`src/hdl/iqm_pkg.sv`:
```
`timescale 1ns / 1ps

package iqm_pkg;

  // Operating mode, as held in the configuration register.
  typedef enum logic {
    MODE_REAL    = 1'b0,
    MODE_COMPLEX = 1'b1
  } iqm_mode_e;

  localparam iqm_mode_e MODE_RST = MODE_COMPLEX;

  // Control that travels with every pipeline stage.
  typedef struct packed {
    logic      valid;
    iqm_mode_e mode;
  } iqm_ctl_t;

  localparam iqm_ctl_t CTL_EMPTY = '{valid: 1'b0, mode: MODE_RST};

endpackage

```
`src/hdl/iqm_ifs.sv`:
```
`timescale 1ns / 1ps

// Sample pair channel
interface iqm_in_if #(
  parameter int SAMPLE_BITS = 16
);
  logic                          valid;
  logic                          ready;
  logic signed [SAMPLE_BITS-1:0] in_phase;
  logic signed [SAMPLE_BITS-1:0] quadrature;

  modport source (output valid, output in_phase, output quadrature, input ready);
  modport sink   (input valid, input in_phase, input quadrature, output ready);
endinterface

// Result channel
interface iqm_out_if #(
  parameter int SAMPLE_BITS = 16
);
  logic                          valid;
  logic                          ready;
  logic signed [SAMPLE_BITS-1:0] result_sample;

  modport source (output valid, output result_sample, input ready);
  modport sink   (input valid, input result_sample, output ready);
endinterface

// Configuration write channel
interface iqm_cfg_if;
  logic valid;
  logic ready;
  logic complex_mode;

  modport source (output valid, output complex_mode, input ready);
  modport sink   (input valid, input complex_mode, output ready);
endinterface

```
`src/hdl/iqm_square.sv`:
```
`timescale 1ns / 1ps

// Stage 1: absolute values and squares of both parts.
module iqm_square #(
  parameter int SAMPLE_BITS = 16
) (
  input  logic                          clk_i,
  input  logic                          rst_ni,
  input  iqm_pkg::iqm_ctl_t             ctl_i,
  input  logic signed [SAMPLE_BITS-1:0] in_phase_i,
  input  logic signed [SAMPLE_BITS-1:0] quadrature_i,
  output logic                          ready_o,
  output iqm_pkg::iqm_ctl_t             ctl_o,
  output logic [SAMPLE_BITS-1:0]        sample_o,
  output logic [2*SAMPLE_BITS-1:0]      sq_a_o,
  output logic [2*SAMPLE_BITS-1:0]      sq_b_o,
  input  logic                          down_ready_i
);
  import iqm_pkg::*;

  localparam int RW = 2 * SAMPLE_BITS;

  iqm_ctl_t               ctl_q;
  logic [SAMPLE_BITS-1:0] abs_a, abs_b;
  logic [SAMPLE_BITS-1:0] sample_q;
  logic [RW-1:0]          sq_a_d, sq_b_d, sq_a_q, sq_b_q;

  // most negative value maps to 2^(W-1), which still fits unsigned
  assign abs_a  = in_phase_i[SAMPLE_BITS-1]   ? (~in_phase_i + 1'b1)   : in_phase_i;
  assign abs_b  = quadrature_i[SAMPLE_BITS-1] ? (~quadrature_i + 1'b1) : quadrature_i;
  assign sq_a_d = RW'(abs_a) * RW'(abs_a);
  assign sq_b_d = RW'(abs_b) * RW'(abs_b);

  assign ready_o = !ctl_q.valid || down_ready_i;

  always_ff @(posedge clk_i or negedge rst_ni) begin
    if (!rst_ni) begin
      ctl_q <= CTL_EMPTY;
    end else if (ready_o) begin
      ctl_q <= ctl_i;
    end
  end

  always_ff @(posedge clk_i) begin
    if (ready_o && ctl_i.valid) begin
      sample_q <= in_phase_i;
      sq_a_q   <= sq_a_d;
      sq_b_q   <= sq_b_d;
    end
  end

  assign ctl_o    = ctl_q;
  assign sample_o = sample_q;
  assign sq_a_o   = sq_a_q;
  assign sq_b_o   = sq_b_q;

endmodule

```
`src/hdl/iqm_sum_sat.sv`:
```
`timescale 1ns / 1ps

// Stage 2: add the squares and clamp to 2^(2W-2)-1.
module iqm_sum_sat #(
  parameter int SAMPLE_BITS = 16
) (
  input  logic                     clk_i,
  input  logic                     rst_ni,
  input  iqm_pkg::iqm_ctl_t        ctl_i,
  input  logic [SAMPLE_BITS-1:0]   sample_i,
  input  logic [2*SAMPLE_BITS-1:0] sq_a_i,
  input  logic [2*SAMPLE_BITS-1:0] sq_b_i,
  output logic                     ready_o,
  output iqm_pkg::iqm_ctl_t        ctl_o,
  output logic [SAMPLE_BITS-1:0]   sample_o,
  output logic [2*SAMPLE_BITS-1:0] rem_o,
  input  logic                     down_ready_i
);
  import iqm_pkg::*;

  localparam int            RW      = 2 * SAMPLE_BITS;
  localparam logic [RW:0]   LIMIT_W = {3'b000, {(RW - 2){1'b1}}};
  localparam logic [RW-1:0] LIMIT   = {2'b00, {(RW - 2){1'b1}}};

  iqm_ctl_t               ctl_q;
  logic [RW:0]            sum;
  logic [RW-1:0]          rem_d, rem_q;
  logic [SAMPLE_BITS-1:0] sample_q;

  assign sum   = {1'b0, sq_a_i} + {1'b0, sq_b_i};
  assign rem_d = (sum > LIMIT_W) ? LIMIT : sum[RW-1:0];

  assign ready_o = !ctl_q.valid || down_ready_i;

  always_ff @(posedge clk_i or negedge rst_ni) begin
    if (!rst_ni) begin
      ctl_q <= CTL_EMPTY;
    end else if (ready_o) begin
      ctl_q <= ctl_i;
    end
  end

  always_ff @(posedge clk_i) begin
    if (ready_o && ctl_i.valid) begin
      sample_q <= sample_i;
      rem_q    <= rem_d;
    end
  end

  assign ctl_o    = ctl_q;
  assign sample_o = sample_q;
  assign rem_o    = rem_q;

endmodule

```
`src/hdl/iqm_root_step.sv`:
```
`timescale 1ns / 1ps

// One restoring bit-pair step of the square root; STEP picks the bit pair.
module iqm_root_step #(
  parameter int SAMPLE_BITS = 16,
  parameter int STEP        = 1
) (
  input  logic                     clk_i,
  input  logic                     rst_ni,
  input  iqm_pkg::iqm_ctl_t        ctl_i,
  input  logic [SAMPLE_BITS-1:0]   sample_i,
  input  logic [2*SAMPLE_BITS-1:0] rem_i,
  input  logic [2*SAMPLE_BITS-1:0] root_i,
  output logic                     ready_o,
  output iqm_pkg::iqm_ctl_t        ctl_o,
  output logic [SAMPLE_BITS-1:0]   sample_o,
  output logic [2*SAMPLE_BITS-1:0] rem_o,
  output logic [2*SAMPLE_BITS-1:0] root_o,
  input  logic                     down_ready_i
);
  import iqm_pkg::*;

  localparam int            RW     = 2 * SAMPLE_BITS;
  localparam int            BITPOS = RW - 2 - 2 * STEP;
  localparam logic [RW-1:0] BIT_C  = {{(RW - 1){1'b0}}, 1'b1} << BITPOS;

  iqm_ctl_t               ctl_q;
  logic [RW-1:0]          trial;
  logic                   take;
  logic [RW-1:0]          rem_d, rem_q, root_d, root_q;
  logic [SAMPLE_BITS-1:0] sample_q;

  assign trial  = root_i + BIT_C;
  assign take   = (rem_i >= trial);
  assign rem_d  = take ? (rem_i - trial) : rem_i;
  assign root_d = (take ? (root_i + (BIT_C << 1)) : root_i) >> 1;

  assign ready_o = !ctl_q.valid || down_ready_i;

  always_ff @(posedge clk_i or negedge rst_ni) begin
    if (!rst_ni) begin
      ctl_q <= CTL_EMPTY;
    end else if (ready_o) begin
      ctl_q <= ctl_i;
    end
  end

  always_ff @(posedge clk_i) begin
    if (ready_o && ctl_i.valid) begin
      sample_q <= sample_i;
      rem_q    <= rem_d;
      root_q   <= root_d;
    end
  end

  assign ctl_o    = ctl_q;
  assign sample_o = sample_q;
  assign rem_o    = rem_q;
  assign root_o   = root_q;

endmodule

```
`src/hdl/iq_to_magnitude_top.sv`:
```
`timescale 1ns / 1ps

// Complex magnitude of signed I/Q sample pairs. With complex_mode set (the
// reset value) each pair (I, Q) yields floor(sqrt(min(I*I + Q*Q,
// 2^(2*SAMPLE_BITS-2)-1))), a value from 0 to 2^(SAMPLE_BITS-1)-1; the sum
// is formed at full width, so even the most negative samples clamp cleanly
// to the top code. With complex_mode clear the in-phase sample is copied
// out and quadrature is ignored. Throughput is one pair per clock while
// the result side accepts results. In the register chain one stage
// squares, one adds and clamps, then SAMPLE_BITS-1 stages each
// resolve one root bit. Each stage holds its item until the next stage can
// take it, so back-pressure on the result side stalls the pipe without loss
// and input keeps flowing into empty slots. Write complex_mode only while
// no item is in flight.
module iq_to_magnitude_top #(
  parameter int SAMPLE_BITS = 16
) (
  input  logic   clk_i,
  input  logic   rst_ni,
  iqm_cfg_if.sink    cfg_i,
  iqm_in_if.sink     in_i,
  iqm_out_if.source  out_o
);
  import iqm_pkg::*;

  localparam int RW    = 2 * SAMPLE_BITS;
  // root steps; the topmost bit pair can never be taken and is skipped
  localparam int NSTEP = SAMPLE_BITS - 1;

  // ---------------------------------------------------------------------
  // Configuration register (always ready)
  // ---------------------------------------------------------------------
  iqm_mode_e mode_q;

  assign cfg_i.ready = 1'b1;

  always_ff @(posedge clk_i or negedge rst_ni) begin
    if (!rst_ni) begin
      mode_q <= MODE_RST;
    end else if (cfg_i.valid) begin
      mode_q <= iqm_mode_e'(cfg_i.complex_mode);
    end
  end

  // ---------------------------------------------------------------------
  // Square stage
  // ---------------------------------------------------------------------
  iqm_ctl_t               ctl_in, ctl_sq;
  logic [SAMPLE_BITS-1:0] sample_sq;
  logic [RW-1:0]          sq_a, sq_b;
  logic                   ready_sum;

  assign ctl_in = '{valid: in_i.valid, mode: mode_q};

  iqm_square #(
    .SAMPLE_BITS (SAMPLE_BITS)
  ) u_square (
    .clk_i        (clk_i),
    .rst_ni       (rst_ni),
    .ctl_i        (ctl_in),
    .in_phase_i   (in_i.in_phase),
    .quadrature_i (in_i.quadrature),
    .ready_o      (in_i.ready),
    .ctl_o        (ctl_sq),
    .sample_o     (sample_sq),
    .sq_a_o       (sq_a),
    .sq_b_o       (sq_b),
    .down_ready_i (ready_sum)
  );

  // ---------------------------------------------------------------------
  // Sum and clamp; feeds slot 0 of the root chain
  // ---------------------------------------------------------------------
  iqm_ctl_t               ctl_s    [NSTEP+1];
  logic [SAMPLE_BITS-1:0] sample_s [NSTEP+1];
  logic [RW-1:0]          rem_s    [NSTEP+1];
  logic [RW-1:0]          root_s   [NSTEP+1];
  logic                   ready_s  [NSTEP+1];

  iqm_sum_sat #(
    .SAMPLE_BITS (SAMPLE_BITS)
  ) u_sum_sat (
    .clk_i        (clk_i),
    .rst_ni       (rst_ni),
    .ctl_i        (ctl_sq),
    .sample_i     (sample_sq),
    .sq_a_i       (sq_a),
    .sq_b_i       (sq_b),
    .ready_o      (ready_sum),
    .ctl_o        (ctl_s[0]),
    .sample_o     (sample_s[0]),
    .rem_o        (rem_s[0]),
    .down_ready_i (ready_s[0])
  );

  assign root_s[0] = '0;

  // ---------------------------------------------------------------------
  // Root chain: one bit pair per stage
  // ---------------------------------------------------------------------
  for (genvar k = 1; k <= NSTEP; k++) begin : g_root
    iqm_root_step #(
      .SAMPLE_BITS (SAMPLE_BITS),
      .STEP        (k)
    ) u_step (
      .clk_i        (clk_i),
      .rst_ni       (rst_ni),
      .ctl_i        (ctl_s[k-1]),
      .sample_i     (sample_s[k-1]),
      .rem_i        (rem_s[k-1]),
      .root_i       (root_s[k-1]),
      .ready_o      (ready_s[k-1]),
      .ctl_o        (ctl_s[k]),
      .sample_o     (sample_s[k]),
      .rem_o        (rem_s[k]),
      .root_o       (root_s[k]),
      .down_ready_i (ready_s[k])
    );
  end

  // ---------------------------------------------------------------------
  // Result: last stage register drives the port
  // ---------------------------------------------------------------------
  assign ready_s[NSTEP]      = out_o.ready;
  assign out_o.valid         = ctl_s[NSTEP].valid;
  assign out_o.result_sample = (ctl_s[NSTEP].mode == MODE_COMPLEX)
                               ? root_s[NSTEP][SAMPLE_BITS-1:0]
                               : sample_s[NSTEP];

  // ---------------------------------------------------------------------
  // Assertions
  // ---------------------------------------------------------------------
  // magnitude is never negative
  a_mag_positive: assert property (@(posedge clk_i) disable iff (!rst_ni)
    (out_o.valid && ctl_s[NSTEP].mode == MODE_COMPLEX)
      |-> !out_o.result_sample[SAMPLE_BITS-1])
    else $error("negative magnitude");

  // finished root is the floor: remainder x - r*r never exceeds 2r
  a_root_floor: assert property (@(posedge clk_i) disable iff (!rst_ni)
    (ctl_s[NSTEP].valid && ctl_s[NSTEP].mode == MODE_COMPLEX)
      |-> (rem_s[NSTEP] <= (root_s[NSTEP] << 1)))
    else $error("root remainder out of range");

  // a config transfer lands in the mode register
  a_cfg_write: assert property (@(posedge clk_i) disable iff (!rst_ni)
    (cfg_i.valid && cfg_i.ready)
      |=> (mode_q == iqm_mode_e'($past(cfg_i.complex_mode))))
    else $error("mode register not updated");

endmodule
```
`src/flat_wrapper.sv`:
```
// flat-port wrapper written by rule: the top's interface ports become plain ports
module iq_to_magnitude_top_flat import iqm_pkg::*;
#(
  parameter int SAMPLE_BITS = 16
)
  (clk_i, rst_ni, cfg_i_valid, cfg_i_complex_mode, cfg_i_ready, in_i_valid, in_i_in_phase, in_i_quadrature, in_i_ready, out_o_valid, out_o_result_sample, out_o_ready);
  iqm_cfg_if cfg_i_i ();
  iqm_in_if #(.SAMPLE_BITS(SAMPLE_BITS)) in_i_i ();
  iqm_out_if #(.SAMPLE_BITS(SAMPLE_BITS)) out_o_i ();
  input  logic clk_i;
  input  logic rst_ni;
  input wire logic [$bits(cfg_i_i.valid)-1:0] cfg_i_valid;
  input wire logic [$bits(cfg_i_i.complex_mode)-1:0] cfg_i_complex_mode;
  output wire logic [$bits(cfg_i_i.ready)-1:0] cfg_i_ready;
  input wire logic [$bits(in_i_i.valid)-1:0] in_i_valid;
  input wire logic [$bits(in_i_i.in_phase)-1:0] in_i_in_phase;
  input wire logic [$bits(in_i_i.quadrature)-1:0] in_i_quadrature;
  output wire logic [$bits(in_i_i.ready)-1:0] in_i_ready;
  output wire logic [$bits(out_o_i.valid)-1:0] out_o_valid;
  output wire logic [$bits(out_o_i.result_sample)-1:0] out_o_result_sample;
  input wire logic [$bits(out_o_i.ready)-1:0] out_o_ready;
  assign cfg_i_i.valid = cfg_i_valid;
  assign cfg_i_i.complex_mode = cfg_i_complex_mode;
  assign cfg_i_ready = cfg_i_i.ready;
  assign in_i_i.valid = in_i_valid;
  assign in_i_i.in_phase = in_i_in_phase;
  assign in_i_i.quadrature = in_i_quadrature;
  assign in_i_ready = in_i_i.ready;
  assign out_o_valid = out_o_i.valid;
  assign out_o_result_sample = out_o_i.result_sample;
  assign out_o_i.ready = out_o_ready;
  iq_to_magnitude_top #(.SAMPLE_BITS(SAMPLE_BITS)) u_core (.clk_i(clk_i), .rst_ni(rst_ni), .cfg_i(cfg_i_i), .in_i(in_i_i), .out_o(out_o_i));
endmodule
```
`config.mk`:
```
export PLATFORM = sky130hd
export DESIGN_NAME = iq_to_magnitude_top_flat
export DESIGN_NICKNAME = d
export VERILOG_FILES = /design/src/hdl/iqm_pkg.sv /design/src/hdl/iqm_ifs.sv /design/src/hdl/iqm_square.sv /design/src/hdl/iqm_sum_sat.sv /design/src/hdl/iqm_root_step.sv /design/src/hdl/iq_to_magnitude_top.sv /design/src/flat_wrapper.sv
export SDC_FILE = /design/constraint.sdc
export NUM_CORES = 2
export LEC_CHECK = 0
export BUFFER_PORTS_ARGS = -buffer_cell sky130_fd_sc_hd__buf_2
export CAP_MARGIN = 20
export CORE_MARGIN = 2
export CORE_UTILIZATION = 45
export CTS_CLUSTER_SIZE = 10
export DETAILED_ROUTE_END_ITERATION = 7
export GPL_TIMING_DRIVEN = 1
export PLACE_DENSITY = 0.64
export SYNTH_ARGS = -nofsm -noshare
export SYNTH_HDL_FRONTEND = slang
export SYNTH_HIERARCHICAL = 1
export SYNTH_SLANG_ARGS = --single-unit
```
`constraint.sdc`:
```
create_clock -name clk_i -period 5.7 [get_ports clk_i]
set_clock_uncertainty 0.05 [all_clocks]
set_input_delay 0.57 -clock clk_i [delete_from_list [all_inputs] [get_ports clk_i]]
set_output_delay 0.57 -clock clk_i [all_outputs]
set_load 0.01 [all_outputs]
```
# Yosys cells after proc, flatten, opt, wreduce, memory -nomap -nowiden
# Index checks and enable logic that the tools add are counted.
[totals]
register_bits = 1301
latchBits = 0
ram_bits = 0
rom_bits = 0
inputBits = 38
output_inout_bits = 19
elab_cells = 245
mem_count = 0
[classes]
n_addsub = 45
n_mul = 2
n_div = 0
order_cmp = 16
eq_ne = 0
n_shift = 0
mux = 32
bitwise = 2
reduce_logical = 51
[ops]
columns = ["operator", "count"]
rows = [
  [">= comparator 32 bit", 14],
  ["2-to-1 mux 32 bit", 14],
  ["subtractor 32 bit", 13],
  ["2-to-1 mux 31 bit", 13],
  ["multiplier 16 x 16 -> 32 bit", 2],
  ["2-to-1 mux 16 bit", 3],
  ["adder 32 x 32 -> 33 bit", 1],
  ["> comparator 33 x 30 -> 1 bit, second input constant", 1],
  ["adder 16 x 1 -> 16 bit, second input constant", 2],
  ["adder 31 x 1 -> 32 bit, second input constant", 1],
  ["adder 31 x 10 -> 32 bit, second input constant", 1],
  ["adder 31 x 11 -> 32 bit, second input constant", 1],
  ["adder 31 x 12 -> 32 bit, second input constant", 1],
  ["adder 31 x 13 -> 32 bit, second input constant", 1],
  ["adder 31 x 14 -> 32 bit, second input constant", 1],
  ["adder 31 x 15 -> 32 bit, second input constant", 1],
  ["adder 31 x 16 -> 32 bit, second input constant", 1],
  ["adder 31 x 17 -> 32 bit, second input constant", 1],
  ["adder 31 x 18 -> 32 bit, second input constant", 1],
  ["adder 31 x 19 -> 32 bit, second input constant", 1],
  ["adder 31 x 20 -> 32 bit, second input constant", 1],
  ["adder 31 x 21 -> 32 bit, second input constant", 1],
  ["adder 31 x 22 -> 32 bit, second input constant", 1],
  ["adder 31 x 23 -> 32 bit, second input constant", 1],
  ["other kinds (21)", 70],
]

# Depth between registers and ports, before layout
[logic_depth]
word_depth = 19
ltp_mapped = 31
depth_no_buf = 29

# Cells and area by module
# Netlist, hierarchy kept.
[modules_own_cells]
columns = ["mod", "n_inst", "cells_each", "area_each_um2"]
rows = [
  ["iqm_square", 1, 1868, 17546.8],
  ["iqm_root_step at u_core.g_root[15].u_step", 1, 579, 5706.7],
  ["iqm_root_step at u_core.g_root[13].u_step", 1, 577, 5640.4],
  ["iqm_root_step at u_core.g_root[14].u_step", 1, 560, 5560.3],
  ["iqm_root_step at u_core.g_root[12].u_step", 1, 541, 5550.3],
  ["iqm_root_step at u_core.g_root[9].u_step", 1, 533, 5442.7],
  ["iqm_root_step at u_core.g_root[11].u_step", 1, 494, 5411.4],
  ["iqm_root_step at u_core.g_root[7].u_step", 1, 479, 5318.9],
  ["iqm_root_step at u_core.g_root[10].u_step", 1, 519, 5302.6],
  ["iqm_root_step at u_core.g_root[8].u_step", 1, 500, 5263.8],
  ["iqm_root_step at u_core.g_root[6].u_step", 1, 497, 5190.0],
  ["iqm_root_step at u_core.g_root[3].u_step", 1, 494, 5081.1],
  ["iqm_root_step at u_core.g_root[4].u_step", 1, 497, 5046.1],
  ["iqm_root_step at u_core.g_root[5].u_step", 1, 452, 4958.5],
  ["4 more rows", "n/a", "n/a", "n/a"],
]

# Least setup slack after synthesis
# OpenSTA, ideal clock, no wires.
[synth_path]
path_type = "input -> register"
from = "input in_i_quadrature[0]"
to = "register u_core.u_square.sq_b_q[28] (netlist: u_core/u_square/sq_b_o[28]), data pin"
setup_ns = 0.162
t_arrival_ns = 8.085
path_slack_ns = -2.597
stages = 29
n_path_buf = 2
path_cell_list = "inv_1 clkbuf_1 ha_1 or3b_1 or4_1 o41ai_1 xor2_1 inv_2 nand2_1 inv_1 fa_1 inv_1 fa_1 inv_1 fa_1 fa_1 fa_1 inv_1 fa_1 inv_1 ha_1 clkbuf_1 nand4_1 nor2_1 nand2_1 o211ai_1 o2bb2ai_1 or4b_2 o2111ai_1"
[synth_via]
elab_chain_cells = 4
[synth_rtl]
columns = ["element", "line", "source"]
rows = [
  ["start, declared", "flat_wrapper.sv:17", "input wire logic [$bits(in_i_i.quadrature)-1:0] in_i_quadrature;"],
  ["NOT 16 bit", "iqm_square.sv:30", "assign abs_b = quadrature_i[SAMPLE_BITS-1] ? (~quadrature_i + 1'b1) : quadrature_i;"],
  ["adder 16 x 1 -> 16 bit", "iqm_square.sv:30", ""],
  ["2-to-1 mux 16 bit *", "iqm_square.sv:30", ""],
  ["multiplier 16 x 16 -> 32 bit *", "iqm_square.sv:32", "assign sq_b_d = RW'(abs_b) * RW'(abs_b);"],
  ["via u_core.u_square.sq_b_d[28]", "iqm_square.sv:26", "logic [RW-1:0] sq_a_d, sq_b_d, sq_a_q, sq_b_q;"],
  ["end signal, assigned", "iqm_square.sv:48", "sq_b_q <= sq_b_d;"],
  ["end, declared", "iqm_square.sv:26", ""],
]
# Mark *: on every way through the listed nets, which the timed path passes. The rest lies on a longest branch.
# A chain may end at the register's enable or synchronous reset.

# Worst setup path after layout
[layout_path]
from = "input in_i_in_phase[0]"
to = "register u_core.u_square.sq_a_q[25] (netlist: u_core/u_square/sq_a_o[25]), data pin"
[layout_via]
elab_chain_cells = 4
[layout_rtl]
columns = ["element", "line", "source"]
rows = [
  ["start, declared", "flat_wrapper.sv:16", "input wire logic [$bits(in_i_i.in_phase)-1:0] in_i_in_phase;"],
  ["NOT 16 bit", "iqm_square.sv:29", "assign abs_a = in_phase_i[SAMPLE_BITS-1] ? (~in_phase_i + 1'b1) : in_phase_i;"],
  ["adder 16 x 1 -> 16 bit", "iqm_square.sv:29", ""],
  ["2-to-1 mux 16 bit *", "iqm_square.sv:29", ""],
  ["multiplier 16 x 16 -> 32 bit *", "iqm_square.sv:31", "assign sq_a_d = RW'(abs_a) * RW'(abs_a);"],
  ["via u_core.u_square.sq_a_d[25]", "iqm_square.sv:26", ""],
  ["end signal, assigned", "iqm_square.sv:47", "sq_a_q <= sq_a_d;"],
  ["end, declared", "iqm_square.sv:26", ""],
]
# Marked as above.

==> results.cfg <==
[floorplan]
chipWidth_microns = 469
initial_core_util = 0.453
rows = 170
die-area_sq_mm = 0.220
core_sq_mm = 0.215
ios = 57
die_h_microns = 469

[setup_path]
worst_setup_path_end_kind = flop
startpoint_type = primary input
critPathMaxFanout = 4
critPathKind = primary input to flop
cpMostUsedCell = fa_1
path_depth = 29
crit_buf_inv = 9
worstPathRequired_ns = 6.19
critPathArrivalTime_ns = 7.43
cp_top_family = adder cells
cp_slowest_cell = or4_4
r2r_cells = 16
cpPeakStageDelay_ns = 0.58

[layout]
layout-drive-gt1-share = 0.153
area_growth_pct = 14.7
final_cell_mix = edfxtp_1 (1263), nand2_1 (799), inv_1 (786)
layout.nets = 11226
fin_cells = 13028
layout_commonest_cell = edfxtp_1

[yosys]
syn_avg_cell_area_sq_um = 10.2
synth_area_sq_mm = 0.0974
synthCells = 9526
yosysWarnings = 6

[clock_tree]
clk_path_buf_depth = 3
numCtsBuffers = 158
clockRootBuffer = clkbuf_16
cts_tree = done
htreeDepth = 4
clk_latency_ns = 0.81
cts.sinks = 1298
clk_pin_slew_worst_paths_ns = 0.05

[sta]
rsz0062_at_grt = true
fin_ws_ns = -1.24
worst_pin_slew_ns = 0.978
fin_tns_setup_ns = -39.46
layout_worst_path_cycle_share = 1.22
final_max_slew_viol_count = 0
finalCriticalPeriod_ns = 6.94
slew_headroom = 0.346
final-setup-viol-count = 43
whs_ns = 0.106
timing.fmax_mhz = 144
hold_viol = 0

[placement]
port_buffers = 55
pre_cts_ws_ns = -2.30
hpwlAfterDp_microns = 218000
placed_cells = 12697
place.gp.congestion = 0.942

[drt]
viasPerCell = 5.60
drtIter0Drc = 5983
drc_errors = 0
wirelength_microns = 272000
num_vias = 72952
first_pass_iters = 6
postRouteAntennaNets = 0
routedWlPerCell_microns = 20.9

[global_routing]
antenna_found_initial = 11
grt_pass1_wl_microns = 420000
grt_util_all_layers = 0.242
gr-total-overflow = 0
grt_start_max_net_pins = 80
grt_pass1_vias = 72429

[status]
violations = negative setup slack
status = finished with violations

[flow_run]
maxCapViolCount = 0

[min_path]
hold_class = primary input to flop
whs_path_depth = 2
[layout make-up]
| class | count | area [sq um] |
|---|---|---|
| fill | 19175 | 103000 |
| antenna | 7 | 17.5 |
| clock buffer | 196 | 4150 |
| inverter | 848 | 3230 |
| multi-input combinational | 7118 | 55700 |
| clock inverter | 41 | 586 |
| sequential | 1298 | 38800 |
| tap | 2838 | 3550 |
| timing repair buffer | 682 | 5620 |
[path summary, 6_finish.rpt]
path	from	to	slack, ns
setup / recovery	in_i_in_phase[0]	u_core/u_square/sq_a_o[25]	-1.24
max in group asynchronous	rst_ni	u_core/g_root[15].u_step/ctl_o[1]	4.55
hold / removal	in_i_in_phase[13]	u_core/u_square/sample_o[13]	0.11
min in group asynchronous	rst_ni	u_core/g_root[5].u_step/ctl_o[1]	0.43
hold reg to reg	u_core/g_root[7].u_step/sample_o[2]	u_core/g_root[8].u_step/sample_o[2]	0.35
setup reg to reg	u_core/g_root[12].u_step/root_o[6]	u_core/g_root[13].u_step/rem_o[7]	0.56
[flip-flops by register name, summed over array words and instances, names as in the netlist]
| signal | cells |
|---|---|
| u_core/g_root.u_step/root_o | 450 |
| u_core/g_root.u_step/rem_o | 448 |
| u_core/g_root.u_step/sample_o | 240 |
| u_core/u_sum_sat/rem_o | 32 |
| u_core/u_square/sq_b_o | 31 |
| u_core/g_root.u_step/ctl_o | 30 |
| u_core/u_square/sq_a_o | 30 |
| u_core/u_square/sample_o | 16 |
| u_core/u_sum_sat/sample_o | 16 |
| u_core/u_square/ctl_o | 2 |
| u_core/u_sum_sat/ctl_o | 2 |
| u_core/mode_q | 1 |
[per-layer routing]
metal,GRT usage,wire length [microns],share of wire,vias to the layer above
met3,0.0348,14900,0.055,417
met5,0,7,0.000026,-
met2,0.391,125000,0.46,1999
met1,0.335,123000,0.45,35626
li1,-,-,-,34908
met4,0.0789,9440,0.035,2
[through the flow]
stage,instance area (sq um),util
6_report,112000,0.520
5_1_grt,112000,0.520
4_1_cts,111000,0.516
3_5_place_dp,104000,0.486
3_3_place_gp,104000,0.486
2_1_floorplan,98200,-
[worst reg2reg max path: stages (launching register included)]
cell and delay [ns]:
edfxtp_1 0.42, ha_1 0.22, and3_1 0.23, nand3_1 0.26, nor3_2 0.31, buf_4 0.19, nand4_2 0.21, or3_1 0.44
xor2_1 0.17, ha_1 0.44, and4_1 0.28, o21ai_0 0.12, and2_1 0.20, or3_2 0.48, buf_12 0.19, buf_12 0.21
o21ai_0 0.44
[timing repair]
action	4_1_cts	5_1_grt
resized for setup	255	136
hold endpoints to repair	21	0
hold buffers	6	0
setup buffers	52	30
pin swaps	166	103
endpoints found under the setup margin	49	48
Power is not shown: default switching activity piles up to over one toggle a cycle in this logic, so the estimate is an artifact.
